$ cat src/design/bwd_pkg.sv
package bwd_pkg;

  localparam int CHAR_W       = 8;
  localparam int SYM_W        = 5;
  localparam int PM_W         = 30;
  localparam int CNT_W        = 6;
  localparam int WIN_USED     = 32;
  localparam int WIN_DEPTH    = 38;
  localparam int PROG_W       = WIN_USED * SYM_W;
  localparam logic [CNT_W-1:0] COUNT_MAX  = 6'd63;
  localparam logic [CNT_W-1:0] DATA_COUNT = 6'd39;

  localparam logic [CHAR_W-1:0] CHAR_SEP = 8'h31;  // '1'
  localparam logic [CHAR_W-1:0] CHAR_B   = 8'h62;  // 'b'
  localparam logic [CHAR_W-1:0] CHAR_C   = 8'h63;  // 'c'

  typedef enum logic [2:0] {
    ERR_OK        = 3'd0,
    ERR_MIXED     = 3'd1,
    ERR_SEPARATOR = 3'd2,
    ERR_PREFIX    = 3'd3,
    ERR_BAD_CHAR  = 3'd4,
    ERR_CHECKSUM  = 3'd5,
    ERR_LENGTH    = 3'd6
  } err_code_t;

  typedef struct packed {
    logic [CHAR_W-1:0] char_code;
    logic              end_of_text;
  } item_t;

  typedef struct packed {
    logic        valid_res;
    err_code_t   error_code;
    logic [63:0] program_high;
    logic [63:0] program_middle;
    logic [31:0] program_low;
  } result_t;

  typedef struct packed {
    logic hit;
    logic [SYM_W-1:0] value;
  } sym_t;

  localparam logic [PM_W-1:0] GEN_POLY [5] = '{
    30'h3b6a57b2, 30'h26508e6d, 30'h1ea119fa, 30'h3d4233dd, 30'h2a1462b3
  };

  localparam logic [CHAR_W-1:0] SYMBOLS [32] = '{
    "q", "p", "z", "r", "y", "9", "x", "8", "g", "f", "2", "t", "v", "d", "w", "0",
    "s", "3", "j", "n", "5", "4", "k", "h", "c", "e", "6", "m", "u", "a", "7", "l"
  };

  // One BCH polymod step.
  function automatic logic [PM_W-1:0] pm_step(logic [PM_W-1:0] chk,
                                               logic [SYM_W-1:0] v);
    logic [4:0]      hi5;
    logic [PM_W-1:0] r;
    hi5 = chk[PM_W-1:PM_W-5];
    r   = {chk[PM_W-6:0], v};
    for (int j = 0; j < 5; j++) begin
      if (hi5[j]) r = r ^ GEN_POLY[j];
    end
    return r;
  endfunction

  // Polymod after the expanded "bc" prefix.
  function automatic logic [PM_W-1:0] prefix_preload();
    logic [PM_W-1:0] chk;
    chk = 30'd1;
    chk = pm_step(chk, {2'b00, CHAR_B[7:5]});
    chk = pm_step(chk, {2'b00, CHAR_C[7:5]});
    chk = pm_step(chk, 5'd0);
    chk = pm_step(chk, CHAR_B[4:0]);
    chk = pm_step(chk, CHAR_C[4:0]);
    return chk;
  endfunction

  localparam logic [PM_W-1:0] PRELOAD = prefix_preload();

  function automatic sym_t sym_lookup(logic [CHAR_W-1:0] c);
    sym_t s;
    s = '0;
    for (int i = 0; i < 32; i++) begin
      if (SYMBOLS[i] == c) begin
        s.hit   = 1'b1;
        s.value = SYM_W'(i);
      end
    end
    return s;
  endfunction

endpackage

$ cat src/design/bwd_in_reg.sv
module bwd_in_reg (
  input  logic          clk,
  input  logic          rst,
  input  logic          s_tvalid,
  output logic          s_tready,
  input  bwd_pkg::item_t s_item,
  input  logic          take,
  output logic          held_valid,
  output bwd_pkg::item_t held_item
);
  import bwd_pkg::*;

  logic held_valid_next;

  assign s_tready = !held_valid || take;

  always_comb begin
    held_valid_next = held_valid;
    if (s_tvalid && s_tready) held_valid_next = 1'b1;
    else if (take)            held_valid_next = 1'b0;
  end

  always_ff @(posedge clk) begin
    if (rst) begin
      held_valid <= 1'b0;
    end else begin
      held_valid <= held_valid_next;
    end
  end

  always_ff @(posedge clk) begin
    if (s_tvalid && s_tready) held_item <= s_item;
  end

endmodule

$ cat src/design/bwd_core.sv
module bwd_core (
  input  logic             clk,
  input  logic             rst,
  input  logic             held_valid,
  input  bwd_pkg::item_t   held_item,
  input  logic             out_free,
  output logic             take,
  output logic             res_load,
  output bwd_pkg::result_t res
);
  import bwd_pkg::*;

  logic [PM_W-1:0]  polymod_value, polymod_value_next;
  logic [CNT_W-1:0] char_count, char_count_next;
  logic [CNT_W-1:0] separator_index, separator_index_next;
  logic separator_seen, separator_seen_next;
  logic saw_lower, saw_lower_next;
  logic saw_upper, saw_upper_next;
  logic prefix_matches, prefix_matches_next;
  logic bad_data_char, bad_data_char_next;
  logic version_is_zero, version_is_zero_next;
  logic [SYM_W-1:0] data_window [WIN_USED];

  logic [CHAR_W-1:0] c;
  logic              is_lower, is_upper;
  sym_t              sym;
  logic [CNT_W:0]    pos, pos_m1;
  logic              win_we;
  logic [4:0]        win_idx;
  logic [PROG_W-1:0] prog;
  logic [CNT_W-1:0]  data_len;
  err_code_t         code;

  assign take     = held_valid && (!held_item.end_of_text || out_free);
  assign res_load = take && held_item.end_of_text;

  always_comb begin
    is_lower = held_item.char_code >= "a" && held_item.char_code <= "z";
    is_upper = held_item.char_code >= "A" && held_item.char_code <= "Z";
    c   = is_upper ? held_item.char_code + 8'd32 : held_item.char_code;
    sym = sym_lookup(c);
    // position of this char within the data part; negative means none
    pos    = {1'b0, char_count} - {1'b0, separator_index} - 7'd1;
    pos_m1 = pos - 7'd1;

    polymod_value_next   = polymod_value;
    char_count_next      = char_count;
    separator_index_next = separator_index;
    separator_seen_next  = separator_seen;
    saw_lower_next       = saw_lower;
    saw_upper_next       = saw_upper;
    prefix_matches_next  = prefix_matches;
    bad_data_char_next   = bad_data_char;
    version_is_zero_next = version_is_zero;
    win_we  = 1'b0;
    win_idx = pos_m1[4:0];

    if (take) begin
      if (is_lower) saw_lower_next = 1'b1;
      if (is_upper) saw_upper_next = 1'b1;
      if (c == CHAR_SEP) begin
        // any later separator wins, which ruins the prefix
        prefix_matches_next  = !separator_seen && prefix_matches && char_count == 6'd2;
        separator_seen_next  = 1'b1;
        separator_index_next = char_count;
        polymod_value_next   = PRELOAD;
        bad_data_char_next   = 1'b0;
        version_is_zero_next = 1'b0;
      end else if (!separator_seen) begin
        if (char_count == 6'd0)      prefix_matches_next = (c == CHAR_B);
        else if (char_count == 6'd1) prefix_matches_next = prefix_matches && (c == CHAR_C);
        else                         prefix_matches_next = 1'b0;
      end else if (!sym.hit) begin
        bad_data_char_next = 1'b1;
      end else begin
        polymod_value_next = pm_step(polymod_value, sym.value);
        if (pos == 7'd0) version_is_zero_next = (sym.value == 5'd0);
        else if (!pos[CNT_W] && pos_m1 < 7'(WIN_USED)) win_we = 1'b1;
      end
      if (char_count != COUNT_MAX) char_count_next = char_count + 6'd1;
    end

    // result from the state after this character
    data_len = char_count_next - separator_index_next - 6'd1;
    if (saw_lower_next && saw_upper_next)
      code = ERR_MIXED;
    else if (!separator_seen_next || separator_index_next == 6'd0 ||
             {1'b0, separator_index_next} + 7'd7 > {1'b0, char_count_next})
      code = ERR_SEPARATOR;
    else if (!prefix_matches_next)
      code = ERR_PREFIX;
    else if (bad_data_char_next)
      code = ERR_BAD_CHAR;
    else if (polymod_value_next != 30'd1)
      code = ERR_CHECKSUM;
    else if (data_len != DATA_COUNT || !version_is_zero_next)
      code = ERR_LENGTH;
    else
      code = ERR_OK;

    for (int i = 0; i < WIN_USED; i++) begin
      prog[PROG_W-1-i*SYM_W -: SYM_W] = data_window[i];
    end
    if (code != ERR_OK) prog = '0;

    res.valid_res      = (code == ERR_OK);
    res.error_code     = code;
    res.program_high   = prog[159:96];
    res.program_middle = prog[95:32];
    res.program_low    = prog[31:0];

    // end of text: back to the idle state for the next address
    if (res_load) begin
      polymod_value_next   = 30'd1;
      char_count_next      = '0;
      separator_index_next = '0;
      separator_seen_next  = 1'b0;
      saw_lower_next       = 1'b0;
      saw_upper_next       = 1'b0;
      prefix_matches_next  = 1'b0;
      bad_data_char_next   = 1'b0;
      version_is_zero_next = 1'b0;
    end
  end

  always_ff @(posedge clk) begin
    if (rst) begin
      polymod_value   <= 30'd1;
      char_count      <= '0;
      separator_index <= '0;
      separator_seen  <= 1'b0;
      saw_lower       <= 1'b0;
      saw_upper       <= 1'b0;
      prefix_matches  <= 1'b0;
      bad_data_char   <= 1'b0;
      version_is_zero <= 1'b0;
    end else begin
      polymod_value   <= polymod_value_next;
      char_count      <= char_count_next;
      separator_index <= separator_index_next;
      separator_seen  <= separator_seen_next;
      saw_lower       <= saw_lower_next;
      saw_upper       <= saw_upper_next;
      prefix_matches  <= prefix_matches_next;
      bad_data_char   <= bad_data_char_next;
      version_is_zero <= version_is_zero_next;
    end
  end

  always_ff @(posedge clk) begin
    if (win_we) data_window[win_idx] <= sym.value;
  end

`ifndef SYNTHESIS
  // polymod only moves once a separator has been taken
  a_pm_idle: assert property (@(posedge clk) disable iff (rst)
    !separator_seen |-> polymod_value == 30'd1)
    else $error("polymod changed before separator");

  // an empty text carries no flags
  a_empty_clean: assert property (@(posedge clk) disable iff (rst)
    char_count == 6'd0 |-> !separator_seen && !saw_lower && !saw_upper)
    else $error("flags set with zero count");

  // separator position never runs ahead of the byte count
  a_sep_order: assert property (@(posedge clk) disable iff (rst)
    separator_seen |-> separator_index <= char_count)
    else $error("separator index past byte count");
`endif

endmodule

$ cat src/design/bwd_out_reg.sv
module bwd_out_reg (
  input  logic             clk,
  input  logic             rst,
  input  logic             res_load,
  input  bwd_pkg::result_t res,
  output logic             out_free,
  output logic             m_tvalid,
  input  logic             m_tready,
  output bwd_pkg::result_t m_res
);
  import bwd_pkg::*;

  logic m_tvalid_next;

  assign out_free = !m_tvalid || m_tready;

  always_comb begin
    m_tvalid_next = m_tvalid;
    if (res_load)      m_tvalid_next = 1'b1;
    else if (m_tready) m_tvalid_next = 1'b0;
  end

  always_ff @(posedge clk) begin
    if (rst) begin
      m_tvalid <= 1'b0;
    end else begin
      m_tvalid <= m_tvalid_next;
    end
  end

  always_ff @(posedge clk) begin
    if (res_load) m_res <= res;
  end

`ifndef SYNTHESIS
  a_valid_code: assert property (@(posedge clk) disable iff (rst)
    m_tvalid |-> m_res.valid_res == (m_res.error_code == ERR_OK))
    else $error("valid flag disagrees with error code");

  a_zero_prog: assert property (@(posedge clk) disable iff (rst)
    m_tvalid && !m_res.valid_res |->
      m_res.program_high == '0 && m_res.program_middle == '0 && m_res.program_low == '0)
    else $error("program not zero on failed decode");

  // a waiting result holds until taken
  a_hold: assert property (@(posedge clk) disable iff (rst)
    m_tvalid && !m_tready |=> m_tvalid && $stable(m_res))
    else $error("result changed while stalled");
`endif

endmodule

$ cat src/design/bech32_witness_address_decoder_top.sv
// Channel  | Dir | Signals                    | Contents
// ---------+-----+----------------------------+-----------------------------------------
// s_       | in  | tvalid tready tdata tlast  | one address byte; tlast = end_of_text
// m_       | out | tvalid tready tdata tuser  | one decode result per address text
//
// One byte per cycle while no untaken result stalls a last byte: each byte is
// registered, then a single polymod step and symbol match update the state.
// m_tvalid rises when a text's result is loaded into the result register.
// rst is synchronous, active high; it clears handshake and decode state.
// A last byte waits in the input register while the output register still
// holds an untaken result; only then does s_tready drop for the next byte.
module bech32_witness_address_decoder_top (
  input  logic         clk,
  input  logic         rst,
  input  logic         s_tvalid,
  output logic         s_tready,
  input  logic [7:0]   s_tdata,   // [7:0] char_code
  input  logic         s_tlast,   // end_of_text
  output logic         m_tvalid,
  input  logic         m_tready,
  output logic [159:0] m_tdata,   // [63:0] program_high, [127:64] program_middle,
                                  // [159:128] program_low
  output logic [3:0]   m_tuser    // [0] valid_res, [3:1] error_code
);
  import bwd_pkg::*;

  item_t   s_item;
  item_t   held_item;
  logic    held_valid;
  logic    take;
  logic    out_free;
  logic    res_load;
  result_t res;
  result_t m_res;

  assign s_item.char_code   = s_tdata;
  assign s_item.end_of_text = s_tlast;

  // input request register
  bwd_in_reg u_in (
    .clk        (clk),
    .rst        (rst),
    .s_tvalid   (s_tvalid),
    .s_tready   (s_tready),
    .s_item     (s_item),
    .take       (take),
    .held_valid (held_valid),
    .held_item  (held_item)
  );

  // per-character state update and end-of-text checks
  bwd_core u_core (
    .clk        (clk),
    .rst        (rst),
    .held_valid (held_valid),
    .held_item  (held_item),
    .out_free   (out_free),
    .take       (take),
    .res_load   (res_load),
    .res        (res)
  );

  // result register
  bwd_out_reg u_out (
    .clk      (clk),
    .rst      (rst),
    .res_load (res_load),
    .res      (res),
    .out_free (out_free),
    .m_tvalid (m_tvalid),
    .m_tready (m_tready),
    .m_res    (m_res)
  );

  assign m_tdata = {m_res.program_low, m_res.program_middle, m_res.program_high};
  assign m_tuser = {m_res.error_code, m_res.valid_res};

endmodule
$ cat config.mk
export PLATFORM = sky130hd
export DESIGN_NAME = bech32_witness_address_decoder_top
export DESIGN_NICKNAME = d
export VERILOG_FILES = /design/src/design/bwd_pkg.sv /design/src/design/bwd_in_reg.sv /design/src/design/bwd_core.sv /design/src/design/bwd_out_reg.sv /design/src/design/bech32_witness_address_decoder_top.sv
export SDC_FILE = /design/constraint.sdc
export NUM_CORES = 1
export LEC_CHECK = 0
export BUFFER_PORTS_ARGS = -buffer_cell sky130_fd_sc_hd__clkbuf_2
export CAP_MARGIN = 30
export CORE_MARGIN = 2
export CORE_UTILIZATION = 40
export CTS_CLUSTER_SIZE = 14
export DETAILED_ROUTE_END_ITERATION = 8
export GPL_ROUTABILITY_DRIVEN = 0
export GPL_TIMING_DRIVEN = 0
export MAX_ROUTING_LAYER = met4
export PLACE_DENSITY = 0.66
export SYNTH_ARGS = -nofsm -noshare
export SYNTH_HDL_FRONTEND = slang
export SYNTH_SLANG_ARGS = --single-unit
$ cat constraint.sdc
create_clock -name clk -period 10.71 [get_ports clk]
set_input_delay 0.5355 -clock clk [delete_from_list [all_inputs] [get_ports clk]]
set_output_delay 0.5355 -clock clk [all_outputs]
set_load 0.1 [all_outputs]
-- After elaboration in Yosys (flattened, before gate mapping)
Memories as Yosys holds them, arrays and structs flattened. A register that Yosys moved wholly into a read port is not among the register bits.
Cells that the tools add are included.
- add/subtract/negate cells: 8
- $lt $le $gt $ge: 6
- equality and inequality tests: 40
- multiplexer cells: 100
- bitwise gates (word level): 5
- reduce and logical (&&, ||, !) cells: 32
- operator list (operator ; count):
    30-bit 2-to-1 mux ; 24
    6-bit 2-to-1 mux ; 36
    7-bit by 8-bit equality test with 1-bit output, first input constant ; 23
    6-bit by 8-bit equality test with 1-bit output, first input constant ; 9
    1-bit 2-to-1 mux ; 32
    30-bit by 1-bit inequality test with 1-bit output, second input constant ; 1
    29-bit 2-to-1 mux ; 1
    3-bit 2-to-1 mux ; 6
    18-bit inverter ; 1
    17-bit inverter ; 1
    8-bit by 7-bit equality test with 1-bit output, second input constant ; 2
    8-bit by 7-bit >= comparator with 1-bit output, second input constant ; 2
    8-bit by 7-bit <= comparator with 1-bit output, second input constant ; 2
    16-bit inverter ; 1
    14-bit inverter ; 1
    7-bit by 1-bit subtractor with 7-bit output, second input constant ; 2
    13-bit inverter ; 1
    6-bit zero test ; 2
    6-bit inequality test, second input constant ; 2
    1-bit logical AND ; 10
    8-bit by 6-bit adder with 8-bit output, second input constant ; 1
    8-bit by 6-bit equality test with 1-bit output, second input constant ; 1
    8-bit 2-to-1 mux ; 1
    6-bit by 3-bit adder with 7-bit output, second input constant ; 1
    other kinds (16) ; 28
- register bits after elaboration: 63
- memory bits (writable): 160
- input bits: 13
- logic and storage cells: 207
- memories: 1
- memories (name ; depth ; width ; read ports ; clocked after memory_dff ; write ports ; RTL line ; RTL):
    u_core.data_window ; 32 ; 5 ; 32 ; 32 ; 1 ; bwd_core.sv:22 ; logic [SYM_W-1:0] data_window [WIN_USED];

-- Depth between registers and ports, before layout
- word-level depth: 73
- mapped depth: 24
- gate-level depth less buffers: 19

-- Hierarchy
A second synthesis with hierarchy kept.
- cell total of the unflattened synthesis: 1368
- area total of the unflattened synthesis: 17131.4 um^2
- modules (own cells, without submodules) (module ; times used ; cells each ; area each (um^2) ; sequential area each (um^2)):
    bwd_core ; 1 ; 1186 ; 11835.1 ; 5765.5
    bwd_out_reg ; 1 ; 168 ; 4971.0 ; 4944.7
    bwd_in_reg ; 1 ; 14 ; 325.3 ; 290.3

-- Worst setup path after synthesis
No wires, ideal clock.
- kind: register to register
- from: register u_out.m_tvalid
- to: register u_core.polymod_value[23]
- arrival: 5997 ps
- required time: 10582 ps
- slack: 4586 ps
- cell stages (with the launch flop): 7
- cell sequence: dfxtp_1 > nand3b_1 > and3_1 > or2_2 > clkbuf_1 > clkbuf_1 > nor2_1
- word-level cells in the longest chain between the ends: 6
- elaborated cells between the ends (all ways): 7
- classes of those cells: mux (1); reduce/logical (6)
- RTL lines (element ; RTL line ; RTL):
    start: declaration ; bwd_out_reg.sv:7 ; output logic m_tvalid,
    start signal: assignment ; bwd_out_reg.sv:27 ; m_tvalid <= m_tvalid_next;
    1-bit zero test ; bwd_out_reg.sv:15 ; assign out_free = !m_tvalid || m_tready;
    1-bit logical OR ; bwd_out_reg.sv:15 ;
    1-bit logical OR ; bwd_core.sv:34 ; assign take = held_valid && (!held_item.end_of_text || out_free);
    1-bit logical AND ; bwd_core.sv:34 ;
    1-bit logical AND ; bwd_core.sv:35 ; assign res_load = take && held_item.end_of_text;
    via res_load ; bech32_witness_address_decoder_top.sv:32 ; logic res_load;
    2-bit OR reduction (no line) ; -- ;
    end signal: assignment ; bwd_core.sv:138 ; polymod_value <= polymod_value_next;
    end: declaration ; bwd_core.sv:13 ; logic [PM_W-1:0] polymod_value, polymod_value_next;
The timed path passes the listed nets, and every way through them passes these cells.
A chain may end at the register's enable or synchronous reset.

-- Worst setup path after layout
- from: register, netlist name u_in.held_item[6]
- to: register, netlist name m_tdata[99]
- word-level cells in the longest chain between the ends: 71
- elaborated cells between the ends (all ways): 149
- classes of those cells: add/sub (4); order compare (5); eq/ne (37); mux (86); bitwise (5); reduce/logical (12)
- RTL lines (element ; RTL line ; RTL):
    8-bit by 7-bit >= comparator with 1-bit output / 8-bit by 7-bit <= comparator with 1-bit output (equally long branches) ; bwd_core.sv:39 ; is_upper = held_item.char_code >= "A" && held_item.char_code <= "Z";
    1-bit logical AND ; bwd_core.sv:39 ;
    8-bit 2-to-1 mux ; bwd_core.sv:40 ; c = is_upper ? held_item.char_code + 8'd32 : held_item.char_code;
    7-bit by 8-bit equality test with 1-bit output ; bwd_pkg.sv:85 ; if (SYMBOLS[i] == c) begin
    6-bit 2-to-1 mux (31 in a row) ; bwd_pkg.sv:85 ;
    18-bit inverter (no line) ; -- ;
    30-bit 2-to-1 mux ; bwd_pkg.sv:62 ; if (hi5[j]) r = r ^ GEN_POLY[j];
    30-bit 2-to-1 mux ; bwd_core.sv:73 ; end else if (!sym.hit) begin
    [... 25 more ...] ; -- ;
    30-bit 2-to-1 mux ; bwd_core.sv:58 ; if (take) begin
    30-bit by 1-bit inequality test with 1-bit output ; bwd_core.sv:94 ; else if (polymod_value_next != 30'd1)
    3-bit 2-to-1 mux ; bwd_core.sv:94 ;
    3-bit 2-to-1 mux ; bwd_core.sv:92 ; else if (bad_data_char_next)
    3-bit 2-to-1 mux ; bwd_core.sv:90 ; else if (!prefix_matches_next)
    3-bit 2-to-1 mux ; bwd_core.sv:87 ; else if (!separator_seen_next || separator_index_next == 6'd0 ||
    3-bit 2-to-1 mux * ; bwd_core.sv:85 ; if (saw_lower_next && saw_upper_next)
    3-bit nonzero test * ; bwd_core.sv:104 ; if (code != ERR_OK) prog = '0;
Every way passes the cells marked *; elsewhere a longest branch is shown, timed or not. The select of a mux whose other input is x is not followed.

==> summary.md <==
| Metric | Value |
|---|---|
| Share of the synthesized area in the top cell type | 59.4% |
| Max clock buf depth | 3 |
| Worst vdd ir | 100 uV |
| Tmin final | 6.83 ns |
| Worst Hold Path Cells | 1 |
| Post-CTS sizing | 0 |
| Synth async-reset ratio | 0% |
| Hold Path End | u_in.held_item[5]$_DFFE_PP_ |
| Register area | about 0.011 mm^2 |
| Synthesized cell area | between 0.015 and 0.02 mm^2 |
| CTS tree | done |
| Clock Skew | 0.0217 ns |
| Area of the multi-input gates | approximately 0.0048 mm^2 |
| Reg2Reg Setup Slack | 3.88 ns |
| DP Worst Slack | 3.97 ns |
| Achievable frequency | ~0.15 GHz |
| Sequential area share after synthesis | 65.3% |
| Yosys cell types | 72 |
| I/O pin cnt | 179 |
| Clock latency on the worst-skew pair | 0.57 ns |
| Setup violators final | 0 |
| Tot Pwr | 3.28 mW |
| P&R area growth vs syn | 18.7% |
| Drt via density | slightly above 5 |
| CTS buffer count | 42 |
| Crit-path cells | ha_1 -> nor4b_2 -> o2111a_1 -> and2_1 -> clkbuf_1 -> clkbuf_1 -> nor2_1 -> a21oi_1 -> ha_1 -> a21oi_1 -> xnor2_1 -> ha_1 -> a21o_1 -> a21oi_1 -> o21ai_0 -> o21ai_0 -> o21ai_0 -> a211o_1 -> nor2_1 -> nand3_1 -> clkbuf_1 -> buf_1 -> nor3_2 |
| Relative slew slack | 37.3% |
| Sum Neg Setup Slack | 0 ns |
| # rows | 75 |
| Hold buffer count at cts | 0 |
| CTS H-Tree Depth | 2 |
| Final WS setup | slightly below 4 ns |
| #FFs+latches synth | 383 |
| Initial Util | 40.3% |
| Most instantiated library cell after synthesis | edfxtp_1 |
| NumNets Final | about 1600 |
| Core Region | 0.0418 mm^2 |
| Number of synthesized flops with an enable pin | 333 |
| Largest net degree at the start of global routing | 73 |
| Crit-path slowest cell | nor4b_2 |
| Port bufs | 178 |
| Inserted Diodes | 0 |
| Crit path kind | register to register |
| Clock slew at reported path FFs | 0.05 ns |
| Least-Margin Pin Slew | approximately 0.93 ns |
| Synth top cells by count | edfxtp_1 (333), inv_1 (196), nor2_1 (106) |
| Reg-to-reg startpoint | u_in.held_item[6]$_DFFE_PP_ |
| Worst Hold Slack | 0.158 ns |
| Gr usage total | between 10% and 20% |
| PD cells | 164 mW/mm^2 |
| Synth warn | 0 |
| Syn Inst Count | 1340 |
| Worst setup SP type | register |
| CP top delay family | simple AND/OR/NAND/NOR gates |
| Post-CTS setup buffers | 0 |
| ANT nets after route | 0 |
| HPWL after DPL | 26500 um |
| Clock root cell | clkbuf_16 |
| Endpoints failing hold | 0 |
| Antenna violations before repair | 0 |
| First-pass GRT wire length | a little under 60000 um |
| Final Cycle Share | 63.8% |
| Fraction of layout cells with a size suffix above 1 | 23.4% |
| Routed wire length per instance | 17.5 um |
| Fill count | 3651 |
| Worst-path maximum fanout | 10 |
| Worst endpoint required time | ~11 ns |
| Die Ht | 209 um |
| Initial DRC Count | 819 |
| Crit path capture type | register |
| Pre-Repair DR Iteration Count | 5 |
| DR DRC count | 0 |
| RSZ-0062 raised after global routing | false |
| Width of the die | 209 um |
| Max-slew violations | 0 |
| Max_cap viols | 0 |
| Final wirelength | 37600 um |
| CTS Sinks | 383 |
| Mapped Nets | about 1400 |
| Synth area leader | edfxtp_1 |
| Worst reg2reg path depth | 23 |
| Vias in the first global route | 10500 |
| Status | finished clean |
| Worst hold path type | input pin to register |
| P_leak | 7.76 nW |
| FF-to-FF End | m_tdata[99]$_SDFFCE_PP0P_ |
| CP bufs+invs | 4 |
| Die Area | 0.0438 mm^2 |
| Hold Crit Start | s_tdata[4] |
| Synth top area cells | edfxtp_1 (59%), dfxtp_1 (5.9%), nor3_2 (4.7%) |
| Critical Path AT | 7.21 ns |
| Syn_area_per_cell | 12.6 um^2 |
| Critical Path Max Stage Delay | 0.56 ns |
| Layout Utilization | 47.9% |
| GR Overflow Total | 0 |
| Post-synth top flop | edfxtp_1 |
| Routed vias | 11000 |
-- cell type report --
class	instances	share of cell area, %
sequential	383	55.0
buffer	68	1.74
timing repair buffer	190	5.78
clock inverter	23	0.801
clock buffer	52	5.60
multi-input combinational	692	24.0
inverter	197	3.70
tap	539	3.37
-- sequential cells by signal, summed over array words and instances (netlist names), 4 cells and up --
signal                  cells
m_tdata                   160
u_core.char_count           6
u_core.data_window        160
u_core.polymod_value       30
u_core.separator_index      6
u_in.held_item              9
u_out.m_res                 4
-- logic make-up (layout without fill, tap and decap cells) --
group,after synthesis,count (layout),synth area share (%)
xor gates and xnor gates,74,74,3.94
muxes,7,7,0.416
DFF,383,383,65.3
and+or+nand+nor,422,422,15.0
adders and majority gates,25,25,1.95
buffers and inverters,265,530,6.45
AOI/OAI and AO/OA,164,164,6.96
-- worst max-delay path by stage --
| stage | start | endpoint | slack (ns) | depth (start not counted) |
|---|---|---|---|---|
| 2_1_floorplan | u_out.m_tvalid$_SDFFE_PP0P_ | u_core.polymod_value[23]$_SDFF_PP0_ | 4.59 | 6 |
| 3_3_place_gp | u_in.held_item[8]$_DFFE_PP_ | m_tdata[91]$_SDFFCE_PP0P_ | 1.84 | 13 |
| 3_5_place_dp | u_in.held_item[6]$_DFFE_PP_ | m_tdata[99]$_SDFFCE_PP0P_ | 3.97 | 23 |
| 4_1_cts | u_in.held_item[6]$_DFFE_PP_ | m_tdata[99]$_SDFFCE_PP0P_ | 3.89 | 23 |
| 5_1_grt | u_in.held_item[6]$_DFFE_PP_ | m_tdata[99]$_SDFFCE_PP0P_ | 3.35 | 23 |
| 6_report | u_in.held_item[6]$_DFFE_PP_ | m_tdata[99]$_SDFFCE_PP0P_ | 3.88 | 23 |
-- worst register-to-register path, cell delays in order (launching register included) --
cell      delay (ns)
edfxtp_1        0.50
ha_1            0.40
nor4b_2         0.56
o2111a_1        0.36
and2_1          0.15
clkbuf_1        0.24
clkbuf_1        0.42
nor2_1          0.09
a21oi_1         0.34
ha_1            0.30
a21oi_1         0.11
xnor2_1         0.16
ha_1            0.31
a21o_1          0.19
a21oi_1         0.13
o21ai_0         0.08
o21ai_0         0.08
o21ai_0         0.12
a211o_1         0.29
nor2_1          0.19
nand3_1         0.54
clkbuf_1        0.49
buf_1           0.39
nor3_2          0.24
-- power by group --
part | internal [mW] | switching (mW)
registers | 1.64 | 0.0108
clock network | 0.768 | 0.571
logic | 0.0522 | 0.239
-- through the flow --
step | std cells | cell area, um^2
after floorplan | 1340 | 16800
after global placement | 2057 | 18400
after detailed placement | 2068 | 18700
after CTS | 2143 | 20000
after global routing | 2144 | 20000
final | 2144 | 20000
-- per-layer routing --
metal	track usage, %	vias up	routed length [um]
li1	-	5219	-
met2	28.9	391	17800
met1	21.7	5242	15800
met5	-	-	0
met3	3.85	98	2700
met4	6.75	0	1240
-- cell usage in the layout (no fill, tap or decap), drive strengths merged, types with 24 or more instances in the layout --
cell / n
nor3: 175
a21oi: 42
nand2: 31
inv: 199
dfxtp: 50
xor2: 24
clkbuf: 261
edfxtp: 333
xnor2: 50
buf: 49
nor2: 107
Note: power is estimated with default switching activity, not from simulation.
